--- config.mk ---
export PLATFORM = sky130hd
export DESIGN_NAME = box_iou_ratio_top
export DESIGN_NICKNAME = d
export VERILOG_FILES = /design/src/sv/bir_pkg.sv /design/src/sv/bir_geom.sv /design/src/sv/bir_div_step.sv /design/src/sv/bir_divider.sv /design/src/sv/box_iou_ratio_top.sv
export SDC_FILE = /design/constraint.sdc
export NUM_CORES = 2
export LEC_CHECK = 0
export ABC_AREA = 0
export BUFFER_PORTS_ARGS = -buffer_cell sky130_fd_sc_hd__buf_4
export CAP_MARGIN = 20
export CORE_MARGIN = 10
export CORE_UTILIZATION = 65
export CTS_CLUSTER_SIZE = 12
export DETAILED_ROUTE_END_ITERATION = 7
export PLACE_DENSITY = 0.87
export SYNTH_ARGS = -nofsm -noshare
export SYNTH_HDL_FRONTEND = slang
export SYNTH_HIERARCHICAL = 1
export SYNTH_SLANG_ARGS = --single-unit
export TNS_END_PERCENT = 100
--- constraint.sdc ---
create_clock -name clk -period 71.6 [get_ports clk]
set_input_delay 10.74 -clock clk [delete_from_list [all_inputs] [get_ports clk]]
set_output_delay 10.74 -clock clk [all_outputs]
set_load 0.05 [all_outputs]
--- src/sv/bir_pkg.sv ---
// ----------------------------------------------------------------------------
// bir_pkg - shared constants for the box overlap ratio block
// Default coordinate and fraction widths used by every module.
// ----------------------------------------------------------------------------
`default_nettype none

package bir_pkg;

  localparam int COORD_BITS_DEF = 12;
  localparam int FRAC_BITS_DEF  = 16;

endpackage

`default_nettype wire

--- src/sv/bir_geom.sv ---
// ----------------------------------------------------------------------------
// bir_geom - box geometry front end
// Four register stages: edges, overlap extents and box areas, intersection
// and area sum, union and empty flag.
// ----------------------------------------------------------------------------
`default_nettype none

module bir_geom
  import bir_pkg::*;
#(
  parameter int COORD_BITS = COORD_BITS_DEF
) (
  input  wire logic                      clk,
  input  wire logic                      rst,
  input  wire logic                      en,
  input  wire logic                      in_valid,
  input  wire logic [COORD_BITS-1:0]     first_x,
  input  wire logic [COORD_BITS-1:0]     first_y,
  input  wire logic [COORD_BITS-1:0]     first_width,
  input  wire logic [COORD_BITS-1:0]     first_height,
  input  wire logic [COORD_BITS-1:0]     second_x,
  input  wire logic [COORD_BITS-1:0]     second_y,
  input  wire logic [COORD_BITS-1:0]     second_width,
  input  wire logic [COORD_BITS-1:0]     second_height,
  output logic                           out_valid,
  output logic [2*COORD_BITS-1:0]        inter,
  output logic [2*COORD_BITS:0]          uni,
  output logic                           empty
);

  localparam int C = COORD_BITS;
  localparam int E = COORD_BITS + 1;
  localparam int A = 2 * COORD_BITS;

  // stage 1: right and bottom edges, larger left and top edge
  logic         v1;
  logic [E-1:0] xr1, xr2, yb1, yb2;
  logic [C-1:0] xl, yt;
  logic [C-1:0] w1, h1, w2, h2;

  always_ff @(posedge clk) begin
    if (rst) begin
      v1 <= 1'b0;
    end else if (en) begin
      v1 <= in_valid;
    end
  end

  always_ff @(posedge clk) begin
    if (en) begin
      xr1 <= {1'b0, first_x} + {1'b0, first_width};
      xr2 <= {1'b0, second_x} + {1'b0, second_width};
      yb1 <= {1'b0, first_y} + {1'b0, first_height};
      yb2 <= {1'b0, second_y} + {1'b0, second_height};
      xl  <= (first_x > second_x) ? first_x : second_x;
      yt  <= (first_y > second_y) ? first_y : second_y;
      w1  <= first_width;
      h1  <= first_height;
      w2  <= second_width;
      h2  <= second_height;
    end
  end

  // stage 2: clamped overlap extents, box areas
  logic         v2;
  logic [C-1:0] iw, ih;
  logic [A-1:0] area1, area2;
  logic [E-1:0] xhi, ylo;
  logic [C-1:0] iw_next, ih_next;

  always_comb begin
    xhi = (xr1 < xr2) ? xr1 : xr2;
    ylo = (yb1 < yb2) ? yb1 : yb2;
    // extent never exceeds the smaller size, so it fits in C bits
    iw_next = (xhi > {1'b0, xl}) ? C'(xhi - {1'b0, xl}) : '0;
    ih_next = (ylo > {1'b0, yt}) ? C'(ylo - {1'b0, yt}) : '0;
  end

  always_ff @(posedge clk) begin
    if (rst) begin
      v2 <= 1'b0;
    end else if (en) begin
      v2 <= v1;
    end
  end

  always_ff @(posedge clk) begin
    if (en) begin
      iw    <= iw_next;
      ih    <= ih_next;
      area1 <= A'(w1) * A'(h1);
      area2 <= A'(w2) * A'(h2);
    end
  end

  // stage 3: intersection area and sum of areas
  logic         v3;
  logic [A-1:0] inter3;
  logic [A:0]   asum;

  always_ff @(posedge clk) begin
    if (rst) begin
      v3 <= 1'b0;
    end else if (en) begin
      v3 <= v2;
    end
  end

  always_ff @(posedge clk) begin
    if (en) begin
      inter3 <= A'(iw) * A'(ih);
      asum   <= {1'b0, area1} + {1'b0, area2};
    end
  end

  // stage 4: union, zero union when the area sum equals the intersection
  always_ff @(posedge clk) begin
    if (rst) begin
      out_valid <= 1'b0;
    end else if (en) begin
      out_valid <= v3;
    end
  end

  always_ff @(posedge clk) begin
    if (en) begin
      inter <= inter3;
      uni   <= asum - {1'b0, inter3};
      empty <= (asum == {1'b0, inter3});
    end
  end

endmodule

`default_nettype wire

--- src/sv/bir_div_step.sv ---
// ----------------------------------------------------------------------------
// bir_div_step - one restoring division stage
// Shifts in one dividend bit, compares with the divisor and produces one
// quotient bit; all operands travel on to the next stage.
// ----------------------------------------------------------------------------
`default_nettype none

module bir_div_step
  import bir_pkg::*;
#(
  parameter int DW = 2 * COORD_BITS_DEF + 1,
  parameter int QW = FRAC_BITS_DEF + 1
) (
  input  wire logic          clk,
  input  wire logic          rst,
  input  wire logic          en,
  input  wire logic          in_valid,
  input  wire logic [DW-1:0] rem_in,
  input  wire logic [DW-1:0] den_in,
  input  wire logic [QW-1:0] nb_in,
  input  wire logic [QW-1:0] q_in,
  input  wire logic          empty_in,
  output logic               out_valid,
  output logic [DW-1:0]      rem_out,
  output logic [DW-1:0]      den_out,
  output logic [QW-1:0]      nb_out,
  output logic [QW-1:0]      q_out,
  output logic               empty_out
);

  logic [DW:0]   trial;
  logic [DW:0]   diff;
  logic          ge;
  logic [DW-1:0] rem_next;

  always_comb begin
    trial = {rem_in, nb_in[QW-1]};
    diff  = trial - {1'b0, den_in};
    ge    = (trial >= {1'b0, den_in});
    // remainder stays below the divisor, so DW bits hold it
    rem_next = ge ? diff[DW-1:0] : trial[DW-1:0];
  end

  always_ff @(posedge clk) begin
    if (rst) begin
      out_valid <= 1'b0;
    end else if (en) begin
      out_valid <= in_valid;
    end
  end

  always_ff @(posedge clk) begin
    if (en) begin
      rem_out   <= rem_next;
      den_out   <= den_in;
      nb_out    <= {nb_in[QW-2:0], 1'b0};
      q_out     <= {q_in[QW-2:0], ge};
      empty_out <= empty_in;
    end
  end

`ifndef SYNTHESIS
  a_rem_below_den: assert property (@(posedge clk) disable iff (rst)
    out_valid && !empty_out |-> rem_out < den_out)
    else $error("division remainder not below divisor");
`endif

endmodule

`default_nettype wire

--- src/sv/bir_divider.sv ---
// ----------------------------------------------------------------------------
// bir_divider - pipelined fixed-point divider
// Computes floor(inter * 2^FRAC_BITS / uni), one quotient bit per stage,
// and forces zero when the union is empty.
// ----------------------------------------------------------------------------
`default_nettype none

module bir_divider
  import bir_pkg::*;
#(
  parameter int COORD_BITS = COORD_BITS_DEF,
  parameter int FRAC_BITS  = FRAC_BITS_DEF
) (
  input  wire logic                    clk,
  input  wire logic                    rst,
  input  wire logic                    en,
  input  wire logic                    in_valid,
  input  wire logic [2*COORD_BITS-1:0] inter,
  input  wire logic [2*COORD_BITS:0]   uni,
  input  wire logic                    empty,
  output logic                         out_valid,
  output logic [FRAC_BITS:0]           ratio,
  output logic                         out_empty
);

  localparam int QW = FRAC_BITS + 1;
  localparam int DW = 2 * COORD_BITS + 1;

  logic          vld  [0:QW];
  logic [DW-1:0] rem  [0:QW];
  logic [DW-1:0] den  [0:QW];
  logic [QW-1:0] nb   [0:QW];
  logic [QW-1:0] quo  [0:QW];
  logic          emp  [0:QW];

  // quotient is at most 2^FRAC_BITS, so the dividend shifted down by QW
  // (inter >> 1) already sits below the divisor; only inter[0] remains to
  // be shifted in, followed by zeros
  assign vld[0] = in_valid;
  assign rem[0] = DW'(inter[2*COORD_BITS-1:1]);
  assign den[0] = uni;
  assign nb[0]  = {inter[0], {FRAC_BITS{1'b0}}};
  assign quo[0] = '0;
  assign emp[0] = empty;

  for (genvar i = 0; i < QW; i++) begin : g_step
    bir_div_step #(
      .DW (DW),
      .QW (QW)
    ) u_step (
      .clk       (clk),
      .rst       (rst),
      .en        (en),
      .in_valid  (vld[i]),
      .rem_in    (rem[i]),
      .den_in    (den[i]),
      .nb_in     (nb[i]),
      .q_in      (quo[i]),
      .empty_in  (emp[i]),
      .out_valid (vld[i+1]),
      .rem_out   (rem[i+1]),
      .den_out   (den[i+1]),
      .nb_out    (nb[i+1]),
      .q_out     (quo[i+1]),
      .empty_out (emp[i+1])
    );
  end

  assign out_valid = vld[QW];
  assign out_empty = emp[QW];
  assign ratio     = emp[QW] ? '0 : quo[QW];

endmodule

`default_nettype wire

--- src/sv/box_iou_ratio_top.sv ---
// ----------------------------------------------------------------------------
// box_iou_ratio_top - intersection over union of two axis-aligned boxes
// Streams box pairs in and overlap ratios out, one pair per clock unless the output stalls.
// ----------------------------------------------------------------------------
// Usage:
//   s_* beat carries one box pair: corner x, y, width and height of each box.
//   m_* beat carries the ratio intersection/union in unsigned Q1.FRAC_BITS
//   (2^FRAC_BITS is exactly one), truncated; m_tuser flags a zero union,
//   in which case the ratio reads zero.
//   From input beat to output valid a pair passes four geometry stages,
//   then one stage per quotient bit of the divider. Every stage holds its
//   own valid bit; throughput is one beat per cycle unless the output stalls.
//   When m_tready is low with a result waiting, the whole pipeline freezes
//   and s_tready drops in the same cycle; nothing is lost or repeated.
//   Reset clears all valid bits; s_tready is high right after reset.
// ----------------------------------------------------------------------------
`default_nettype none

module box_iou_ratio_top
  import bir_pkg::*;
#(
  parameter int COORD_BITS = COORD_BITS_DEF,
  parameter int FRAC_BITS  = FRAC_BITS_DEF
) (
  input  wire logic                               clk,
  input  wire logic                               rst,
  input  wire logic                               s_tvalid,
  output logic                                    s_tready,
  // first_x, first_y, first_width, first_height,
  // second_x, second_y, second_width, second_height
  input  wire logic [8*COORD_BITS-1:0]            s_tdata,
  output logic                                    m_tvalid,
  input  wire logic                               m_tready,
  // overlap_ratio, zero padded
  output logic [((FRAC_BITS+8)/8)*8-1:0]          m_tdata,
  // union_empty
  output logic                                    m_tuser
);

  localparam int C = COORD_BITS;

  logic                 en;
  logic                 g_valid;
  logic [2*C-1:0]       g_inter;
  logic [2*C:0]         g_uni;
  logic                 g_empty;
  logic [FRAC_BITS:0]   ratio;

  // whole pipeline advances unless a result waits on the output with m_tready low
  assign en       = !m_tvalid || m_tready;
  assign s_tready = en;

  bir_geom #(
    .COORD_BITS (COORD_BITS)
  ) u_geom (
    .clk           (clk),
    .rst           (rst),
    .en            (en),
    .in_valid      (s_tvalid),
    .first_x       (s_tdata[0*C +: C]),
    .first_y       (s_tdata[1*C +: C]),
    .first_width   (s_tdata[2*C +: C]),
    .first_height  (s_tdata[3*C +: C]),
    .second_x      (s_tdata[4*C +: C]),
    .second_y      (s_tdata[5*C +: C]),
    .second_width  (s_tdata[6*C +: C]),
    .second_height (s_tdata[7*C +: C]),
    .out_valid     (g_valid),
    .inter         (g_inter),
    .uni           (g_uni),
    .empty         (g_empty)
  );

  bir_divider #(
    .COORD_BITS (COORD_BITS),
    .FRAC_BITS  (FRAC_BITS)
  ) u_div (
    .clk       (clk),
    .rst       (rst),
    .en        (en),
    .in_valid  (g_valid),
    .inter     (g_inter),
    .uni       (g_uni),
    .empty     (g_empty),
    .out_valid (m_tvalid),
    .ratio     (ratio),
    .out_empty (m_tuser)
  );

  assign m_tdata = (((FRAC_BITS+8)/8)*8)'(ratio);

`ifndef SYNTHESIS
  a_empty_zero: assert property (@(posedge clk) disable iff (rst)
    m_tvalid && m_tuser |-> ratio == '0)
    else $error("empty union with nonzero ratio");

  a_ratio_max: assert property (@(posedge clk) disable iff (rst)
    m_tvalid |-> ratio <= {1'b1, {FRAC_BITS{1'b0}}})
    else $error("ratio above one");

  a_reset_clears: assert property (@(posedge clk)
    rst |=> !m_tvalid)
    else $error("output valid after reset");
`endif

endmodule

`default_nettype wire

==> reports/qor.csv <==
stage,metric,value,unit
clock_tree,clk_transition_reported_paths,60,ps
clock_tree,cts_buffers,154,
synthesis,syn_avg_cell_area,11.6,um^2
floorplan,core_region_area,0.144,mm^2
synthesis,yosysWarnings,6,
setup_path,r2r-start,u_div/g_step[16].u_step/out_valid,
place,gp_congestion,0.964,
setup_path,r2r_cells,7,
setup_path,path_class,in2out,
floorplan,start_util,65.6,%
setup_path,cp.arrival,11690,ps
cells_and_area,synthToLayoutAreaGrowth,7.60,%
detailed_routing,routed_via_density,6.10,
grt,grt_pass1_wl,342000,um
setup_path,start_kind,primary input,
timing,rsz0062_at_grt,false,
setup_path,r2r_end,u_div/g_step[4].u_step/rem_out[18],
timing,finalClockSkew,71.9,ps
grt,antenna_found_initial,0,
clock_tree,ctsHoldBuffers,0,
cells_and_area,n_fill_cell,9559,
setup_path,cp-endpoint,s_tready,
cells_and_area,drive_above_1_share,10.9,%
clock_tree,cts_root_buf,clkbuf_16,
setup_path,crit_fanout,42,
clock_tree,post_cts_resized,0,
grt,grt_overflow,0,
timing,fin_setup_tns,0,ps
timing,setup_viol,0,
setup_path,crit_start,m_tready,
run_status,status,finished clean,
detailed_routing,ant_nets,0,
floorplan,die_area,0.161,mm^2
cells_and_area,multiInputGateArea,0.0467,mm^2
detailed_routing,postRouteWirelength,216000,um
clock_tree,clockBufferDepth,3,
setup_path,cp-end-kind,output port,
grt,grt_use_total,26.3,%
synthesis,syn_area,0.0946,mm^2
synthesis,synth_cells,8163,
timing,worst_pin_slew,1060,ps
clock_tree,htreeDepth,4,
timing,slew_viol_final,0,
detailed_routing,drtIter0Drc,5464,
timing,finalCritPeriodShare,31.3,%
setup_path,r2r_setup_slack,65310,ps
floorplan,die-width,402,um
clock_tree,cts_setup_buffers,0,
timing,finalHoldViolCount,0,
detailed_routing,wl_per_cell,21.1,um
timing,relSlewSlack,29.2,%
cells_and_area,seqCellArea,0.0425,mm^2
timing,max_freq,44.6,MHz
place,dp_hpwl,163000,um
cells_and_area,diodes,0,
cells_and_area,final_nets,9442,
timing,worst_slack,49170,ps
floorplan,die_y,402,um
place,portBuffers,119,
worst_hold_path,hp-class,reg2reg,
detailed_routing,first_pass_iters,8,
clock_tree,clkLatencyLatePin,830,ps
setup_path,crit_required,60860,ps
grt,grt_max_degree,180,
cells_and_area,final_common_cell,edfxtp_1,
floorplan,num_rows,139,
place,dp_slack,49170,ps
detailed_routing,route.vias.total,62500,
job,cap_violations,0,
clock_tree,cts_tree,built,
clock_tree,clock-sinks,1422,
detailed_routing,post-route-drc-count,0,
timing,fin_crit,22430,ps
cells_and_area,final_cell_mix,"edfxtp_1, inv_1, ha_1",
grt,first_global_vias,63300,
floorplan,ios,127,
==> per-stage QoR <==
stage	util, %	hold slack (ps)	instance area (um^2)	cells
global route	70.6	418	102000	10200
global placement	67.2	400	96900	9983
floorplan	-	400	94700	8188
CTS	70.6	413	102000	10200
detailed placement	67.2	405	97000	9984
finish	70.6	411	102000	10200
==> per-layer routing <==
layer,up-vias,share of wire [%],global-route usage (%)
li1,29100,-,-
met2,2499,48,44.5
met3,579,6.3,4.28
met5,-,0,0
met1,30300,40,32.4
met4,0,5.6,13.5
==> flip-flops by register name, summed over array words and instances, names as in the netlist, 17 cells and up <==
register	cells
u_div/g_step.u_step/rem_out	400
u_div/g_step.u_step/out_valid	17
u_div/g_step.u_step/empty_out	17
u_div/g_step.u_step/q_out	153
u_geom/asum	25
u_geom/inter	24
u_geom/area1	24
u_geom/area2	24
u_div/g_step.u_step/den_out	400
u_geom/inter3	24
u_div/g_step.u_step/nb_out	136
u_geom/uni	25
==> critical path: stages <==
cell	delay, ps
buf_4	80
nand2b_4	510
buf_4	320
==> how the worst min path moves through the flow <==
stage / cells past startpoint / start / endpoint / slack, ps
after floorplan: 0 / u_geom/empty / u_div/g_step[0].u_step/empty_out / 400
after global placement: 0 / u_div/g_step[5].u_step/empty_out / u_div/g_step[6].u_step/empty_out / 400
after detailed placement: 0 / u_div/g_step[10].u_step/q_out[9] / u_div/g_step[11].u_step/q_out[10] / 400
after CTS: 0 / u_div/g_step[8].u_step/nb_out[13] / u_div/g_step[9].u_step/nb_out[14] / 410
after global routing: 0 / u_div/g_step[8].u_step/nb_out[13] / u_div/g_step[9].u_step/nb_out[14] / 420
final: 0 / u_div/g_step[12].u_step/q_out[1] / u_div/g_step[13].u_step/q_out[2] / 410
==> layout make-up <==
type                            count  area share, %
Multi-Input combinational cell   5381           45.9
Sequential cell                  1422           41.7
Tap cell                         1903           2.34
Clock buffer                      185           3.92
Inverter                         1124           4.15
Clock inverter                     73          0.811
Timing Repair Buffer              155           1.19
Power is not shown: default switching activity piles up to over one toggle a cycle in this logic, so the estimate is an artifact.
